## src/rtl/hte_pkg.sv

```systemverilog
// Package for the homogeneous transform engine: word types, op codes,
// controller states and command/status structs. No dependencies.
package hte_pkg;

  localparam int WORD_BITS_DEF = 32;
  localparam int FRAC_BITS_DEF = 16;

  typedef enum logic [3:0] {
    OP_IDENTITY  = 4'd0,
    OP_CLEAR     = 4'd1,
    OP_SET       = 4'd2,
    OP_TRANSLATE = 4'd3,
    OP_SCALE     = 4'd4,
    OP_ROTX      = 4'd5,
    OP_ROTY      = 4'd6,
    OP_ROTZ      = 4'd7,
    OP_SHEAR2D   = 4'd8,
    OP_SHEARZ    = 4'd9,
    OP_PERSP     = 4'd10,
    OP_XFORM     = 4'd11,
    OP_READ      = 4'd12,
    OP_TRANSPOSE = 4'd13
  } op_t;

  typedef struct packed {
    logic [3:0]                     op;
    logic signed [WORD_BITS_DEF-1:0] arg_a;
    logic signed [WORD_BITS_DEF-1:0] arg_b;
    logic signed [WORD_BITS_DEF-1:0] arg_c;
    logic signed [WORD_BITS_DEF-1:0] arg_d;
    logic [1:0]                     row_sel;
    logic [1:0]                     col_sel;
  } in_word_t;

  typedef struct packed {
    logic signed [WORD_BITS_DEF-1:0] out_x;
    logic signed [WORD_BITS_DEF-1:0] out_y;
    logic signed [WORD_BITS_DEF-1:0] out_z;
    logic signed [WORD_BITS_DEF-1:0] out_w;
    logic                           saturated;
  } out_word_t;

  typedef enum logic [2:0] {
    ST_IDLE,
    ST_XFORM,
    ST_PREMUL,
    ST_COPY,
    ST_OUT
  } state_t;

  // Controller to datapath
  typedef struct packed {
    logic       load;      // capture input word and do the ops applied at load
    logic       xf_step;   // one matrix row times point
    logic       pm_step;   // one element of the premultiplied matrix
    logic       copy;      // temp matrix into main matrix
    logic [3:0] idx;       // row (xform) or element (premultiply)
    logic       out_load;  // latch result word
  } hte_cmd_t;

  // Datapath to controller
  typedef struct packed {
    logic is_xform;
    logic is_read;
    logic is_premul;
  } hte_sts_t;

endpackage

```

## src/rtl/hte_ctrl.sv

```systemverilog
// Controller for the transform engine: sequences xform rows, premultiply
// elements and the result handoff. Uses hte_pkg.
module hte_ctrl (
  input  logic              clk,
  input  logic              rst,
  input  logic              in_valid,
  output logic              in_stall,
  output logic              out_valid,
  input  logic              out_stall,
  input  hte_pkg::hte_sts_t sts,
  output hte_pkg::hte_cmd_t cmd
);
  import hte_pkg::*;

  state_t     state, state_next;
  logic [3:0] cnt, cnt_next;
  logic       ovalid, ovalid_next;

  // State, counter and output-valid registers
  always_ff @(posedge clk) begin
    if (rst) begin
      state  <= ST_IDLE;
      cnt    <= '0;
      ovalid <= 1'b0;
    end else begin
      state  <= state_next;
      cnt    <= cnt_next;
      ovalid <= ovalid_next;
    end
  end

  assign out_valid = ovalid;
  // Result slot frees when taken; result-producing ops need it free
  logic slot_free;
  assign slot_free = !ovalid || !out_stall;

  // Next state and commands
  always_comb begin
    state_next  = state;
    cnt_next    = cnt;
    ovalid_next = ovalid && out_stall;
    cmd         = '0;
    cmd.idx     = cnt;
    in_stall    = 1'b1;
    case (state)
      ST_IDLE: begin
        in_stall = 1'b0;
        if (in_valid) begin
          cmd.load = 1'b1;
          cnt_next = '0;
          state_next = ST_XFORM;
        end
      end
      ST_XFORM: begin
        // decode of captured word
        if (sts.is_xform) begin
          cmd.xf_step = 1'b1;
          cnt_next = cnt + 4'd1;
          if (cnt[1:0] == 2'd3) state_next = ST_OUT;
        end else if (sts.is_read) begin
          state_next = ST_OUT;
        end else if (sts.is_premul) begin
          state_next = ST_PREMUL;
          cnt_next = '0;
        end else begin
          state_next = ST_IDLE;
        end
      end
      ST_PREMUL: begin
        cmd.pm_step = 1'b1;
        cnt_next = cnt + 4'd1;
        if (cnt == 4'd15) state_next = ST_COPY;
      end
      ST_COPY: begin
        cmd.copy = 1'b1;
        state_next = ST_IDLE;
      end
      ST_OUT: begin
        if (slot_free) begin
          cmd.out_load = 1'b1;
          ovalid_next = 1'b1;
          state_next = ST_IDLE;
        end
      end
      default: state_next = ST_IDLE;
    endcase
  end

`ifndef ASSERT_OFF
  a_accept_idle: assert property (@(posedge clk) disable iff (rst)
    (in_valid && !in_stall) |-> state == ST_IDLE) else $error("accept outside idle");
  a_out_hold: assert property (@(posedge clk) disable iff (rst)
    (out_valid && out_stall) |=> out_valid) else $error("result dropped");
  a_load_slot: assert property (@(posedge clk) disable iff (rst)
    cmd.out_load |-> slot_free) else $error("result overwritten");
  a_copy_after: assert property (@(posedge clk) disable iff (rst)
    cmd.copy |-> $past(cmd.pm_step) && $past(cnt) == 4'd15) else $error("early copy");
`endif
endmodule

```

## config.mk

```make
export PLATFORM = sky130hd
export DESIGN_NAME = hte_ctrl
export DESIGN_NICKNAME = d
export VERILOG_FILES = /design/src/rtl/hte_pkg.sv /design/src/rtl/hte_ctrl.sv
export SDC_FILE = /design/constraint.sdc
export NUM_CORES = 1
export LEC_CHECK = 0
export BUFFER_PORTS_ARGS = -buffer_cell sky130_fd_sc_hd__buf_2
export CAP_MARGIN = 40
export CORE_AREA = 8 8 45 47
export DETAILED_ROUTE_END_ITERATION = 10
export DIE_AREA = 0 0 53 55
export GPL_TIMING_DRIVEN = 0
export HOLD_SLACK_MARGIN = 0.1
export PLACE_DENSITY = 0.64
export SYNTH_ARGS = -nofsm -noshare
export SYNTH_HDL_FRONTEND = slang
export SYNTH_SLANG_ARGS = --single-unit
export TNS_END_PERCENT = 100
```

## constraint.sdc

```tcl
create_clock -name clk -period 2.3 [get_ports clk]
set_input_delay 0.115 -clock clk [delete_from_list [all_inputs] [get_ports clk]]
set_output_delay 0.115 -clock clk [all_outputs]
set_load 0.05 [all_outputs]
```

==> results.sh <==
export IMPL_clock_sinks=8
export IMPL_fin_crit_ps=1660
export IMPL_synth_xor_area_share_pct=0
export IMPL_cts_max_level=1
export IMPL_drt_iter0_markers=18
export IMPL_core_area_um2=1380
export IMPL_antenna_found_initial=0
export IMPL_cp_required_ps=2180
export IMPL_syn_nets=68
export IMPL_synth_cell_types=33
export IMPL_drc=0
export IMPL_finalNetCount=89
export IMPL_synth_compound_area_share_pct=21.6
export IMPL_hold_viol=0
export IMPL_powerDensity_nw_per_um2=684
export IMPL_yosys_warnings=0
export IMPL_cts_inserted_buffers=3
export IMPL_timing_final_crit_share_pct=72.2
export IMPL_synth_simple_gate_area_share_pct=32.8
export IMPL_post_cts_buffers=0
export IMPL_setup_violations_final=0
export IMPL_dieWidth_um=53
export IMPL_drive_above_1_share_pct=32.9
export IMPL_io_pins=18
export IMPL_via_count=497
export IMPL_synth_cell_area_um2=480
export IMPL_fillers=151
export IMPL_dr_pass1_iters=4
export IMPL_cts_root_buf="clkbuf_4"
export IMPL_row_count=14
export IMPL_areaGrowthSynthToFinish_pct=25.5
export IMPL_worstSetupPathType="register to primary output"
export IMPL_diodes=0
export IMPL_tritoncts="yes"
export IMPL_die_y_um=55
export IMPL_worstPathCellList="clkbuf_1 > nand2_1 > a21oi_1 > buf_2"
export IMPL_grt_pass1_wl_um=1960
export IMPL_slew_viol_final=0
export IMPL_grt_pass1_vias=470
export IMPL_tns_ps=0
export IMPL_seq_area_frac_synth_pct=33.3
export IMPL_status="finished, final reports clean"
export IMPL_fin_skew_ps=2.34
export IMPL_critPathLaunchType="register"
export IMPL_p_leak_nw=0.290
export IMPL_rsz0062_at_grt="false"
export IMPL_gp_congestion=0.825
export IMPL_synth_top_family_by_area="simple AND/OR/NAND/NOR gates"
export IMPL_syn_inst=60
export IMPL_port_buffers=16
export IMPL_gr_total_overflow=0
export IMPL_peakVddDrop_mv=0.319
export IMPL_cts_repair_resized=0
export IMPL_hpwlAfterDp_um=877
export IMPL_track_usage_pct=8.77
export IMPL_cts_clk_slew_worst_paths_ps=50
export IMPL_grt_start_max_net_pins=11
export IMPL_max_cap_viol_count=0
export IMPL_ctsHoldBuffers=0
export IMPL_clock_latency_ps=250
export IMPL_drt_vias_per_instance=5.23
export IMPL_avgSynthCellArea_um2=8.01
export IMPL_critical_path_max_fanout=10
export IMPL_multi_input_area_um2=289
export IMPL_sequential_cell_area_um2=160
export IMPL_tightest_slew_ps=405
export IMPL_slew_headroom_pct=73.0
export IMPL_hold_ws_ps=150
export IMPL_ys_ff_latch=8
export IMPL_fmax_mhz=602
export IMPL_wl_per_cell_um=11.7
export IMPL_path_delay_family="buffers and inverters"
export IMPL_ant_nets=0
export IMPL_synthMuxAreaShare_pct=3.13
export IMPL_crit_buf_inv=2
export IMPL_critPathSlowestCell="dfxtp_1"
export IMPL_cpPeakStageDelay_ps=380
export IMPL_synthAdderAreaFrac_pct=2.60
export IMPL_clockBufferDepth=2
export IMPL_hold_path_class="input pin to register"
export IMPL_cp_end_kind="primary output"
export IMPL_drt_wl_total_um=1110
export IMPL_die_area_um2=2920
export IMPL_initial_core_util_pct=34.7
export IMPL_arrival_ps=1540
==> state kept, by name, summed over array words and instances (netlist names) <==
register   count
cnt            4
state          3
out_valid      1
==> power by group <==
group	total, mW	internal (mW)	switching [mW]
clock	0.103	0.0594	0.0436
sequential	0.154	0.148	0.00627
combinational	0.155	0.0461	0.109
==> worst paths after layout <==
| check | startpoint | end | slack [ps] | cells past startpoint |
|---|---|---|---|---|
| min reg2reg | out_valid$_SDFF_PP0_ | out_valid$_SDFF_PP0_ | 510 | 2 |
| max | state[2]$_SDFFE_PP0P_ | cmd[0] | 640 | 4 |
| min | out_stall | out_valid$_SDFF_PP0_ | 150 | 3 |
| max reg2reg | state[1]$_SDFFE_PP0P_ | cnt[0]$_SDFFE_PP0P_ | 690 | 5 |
==> placed cells by master, fill, tap and decap left out, drive strengths merged, types with 2 or more instances in the layout <==
master,synthesis,final
a21o,2,2
a21oi,3,3
buf,1,17
clkbuf,3,6
dfxtp,8,8
inv,2,2
nand2,6,6
nor2,8,8
nor3,5,5
==> cells by family (layout without fill, tap and decap cells) <==
logic type | after synthesis | after routing
and+or+nand+nor | 30 | 30
AOI/OAI and AO/OA | 14 | 14
DFF | 8 | 8
buffers and inverters | 6 | 25
adders and majority gates | 1 | 1
muxes | 1 | 1
==> stage by stage <==
stage	area (µm²)	total power [mW]	cells	util, %	worst slack (ps)
2_1_floorplan	480	0.280	60	-	369
3_3_place_gp	581	0.312	92	42.0	722
3_5_place_dp	581	0.313	92	42.0	697
4_1_cts	603	0.419	95	43.6	631
5_1_grt	603	0.444	95	43.6	513
6_report	603	0.412	95	43.6	640
==> area by class of cell <==
class / instances / area share, %
inverters: 2 / 1.24
flip-flops and latches: 8 / 26.6
well taps: 16 / 3.32
multi-input cells: 46 / 47.9
repair buffers: 16 / 13.3
clock buffers: 3 / 3.73
plain buffers: 4 / 3.94
==> routing by layer <==
metal,vias up,wire length (µm),track usage [%],share of wire [%]
met2,17,568,14.3,51
met4,0,0,3.02,0
met1,222,481,10.3,43
met3,0,57,3.48,5.1
met5,-,0,0,0
li1,258,-,-,-
==> synthesized netlist by cell type <==
cell,number,share of area [%]
a21boi_0,1,1.6
a21o_1,2,3.1
a21oi_1,3,3.1
a22o_1,1,1.8
a311oi_2,1,3.1
a31oi_1,1,1.3
and2b_1,1,1.6
and3b_2,1,2.1
buf_6,1,2.3
clkbuf_1,2,1.6
clkbuf_2,1,1.0
dfxtp_1,8,33
ha_1,1,2.6
inv_1,2,1.6
mux2_4,1,3.1
nand2_1,6,4.7
nand2b_1,1,1.3
nand3_1,1,1.0
nand3b_1,1,1.6
nor2_1,7,5.5
nor2_2,1,1.3
nor2b_1,1,1.3
nor3_1,5,5.2
nor3b_1,1,1.6
nor4_1,1,1.3
o21ai_0,1,1.0
o22ai_1,1,1.3
o31ai_1,1,1.6
o32ai_1,1,1.8
o41ai_1,1,1.8
or2_2,1,1.3
or3_1,1,1.3
or3b_1,1,1.8
==> worst reg2reg max path: cells and delay by family (launching register included) <==
kind                   cells  cell delay, ps
buffers and inverters      1             130
AND/OR/NAND/NOR            2             480
multiplexers               1             260
flip-flops                 1             300
AO/OA/AOI/OAI              1             330
(Power assumes the default switching activity.)
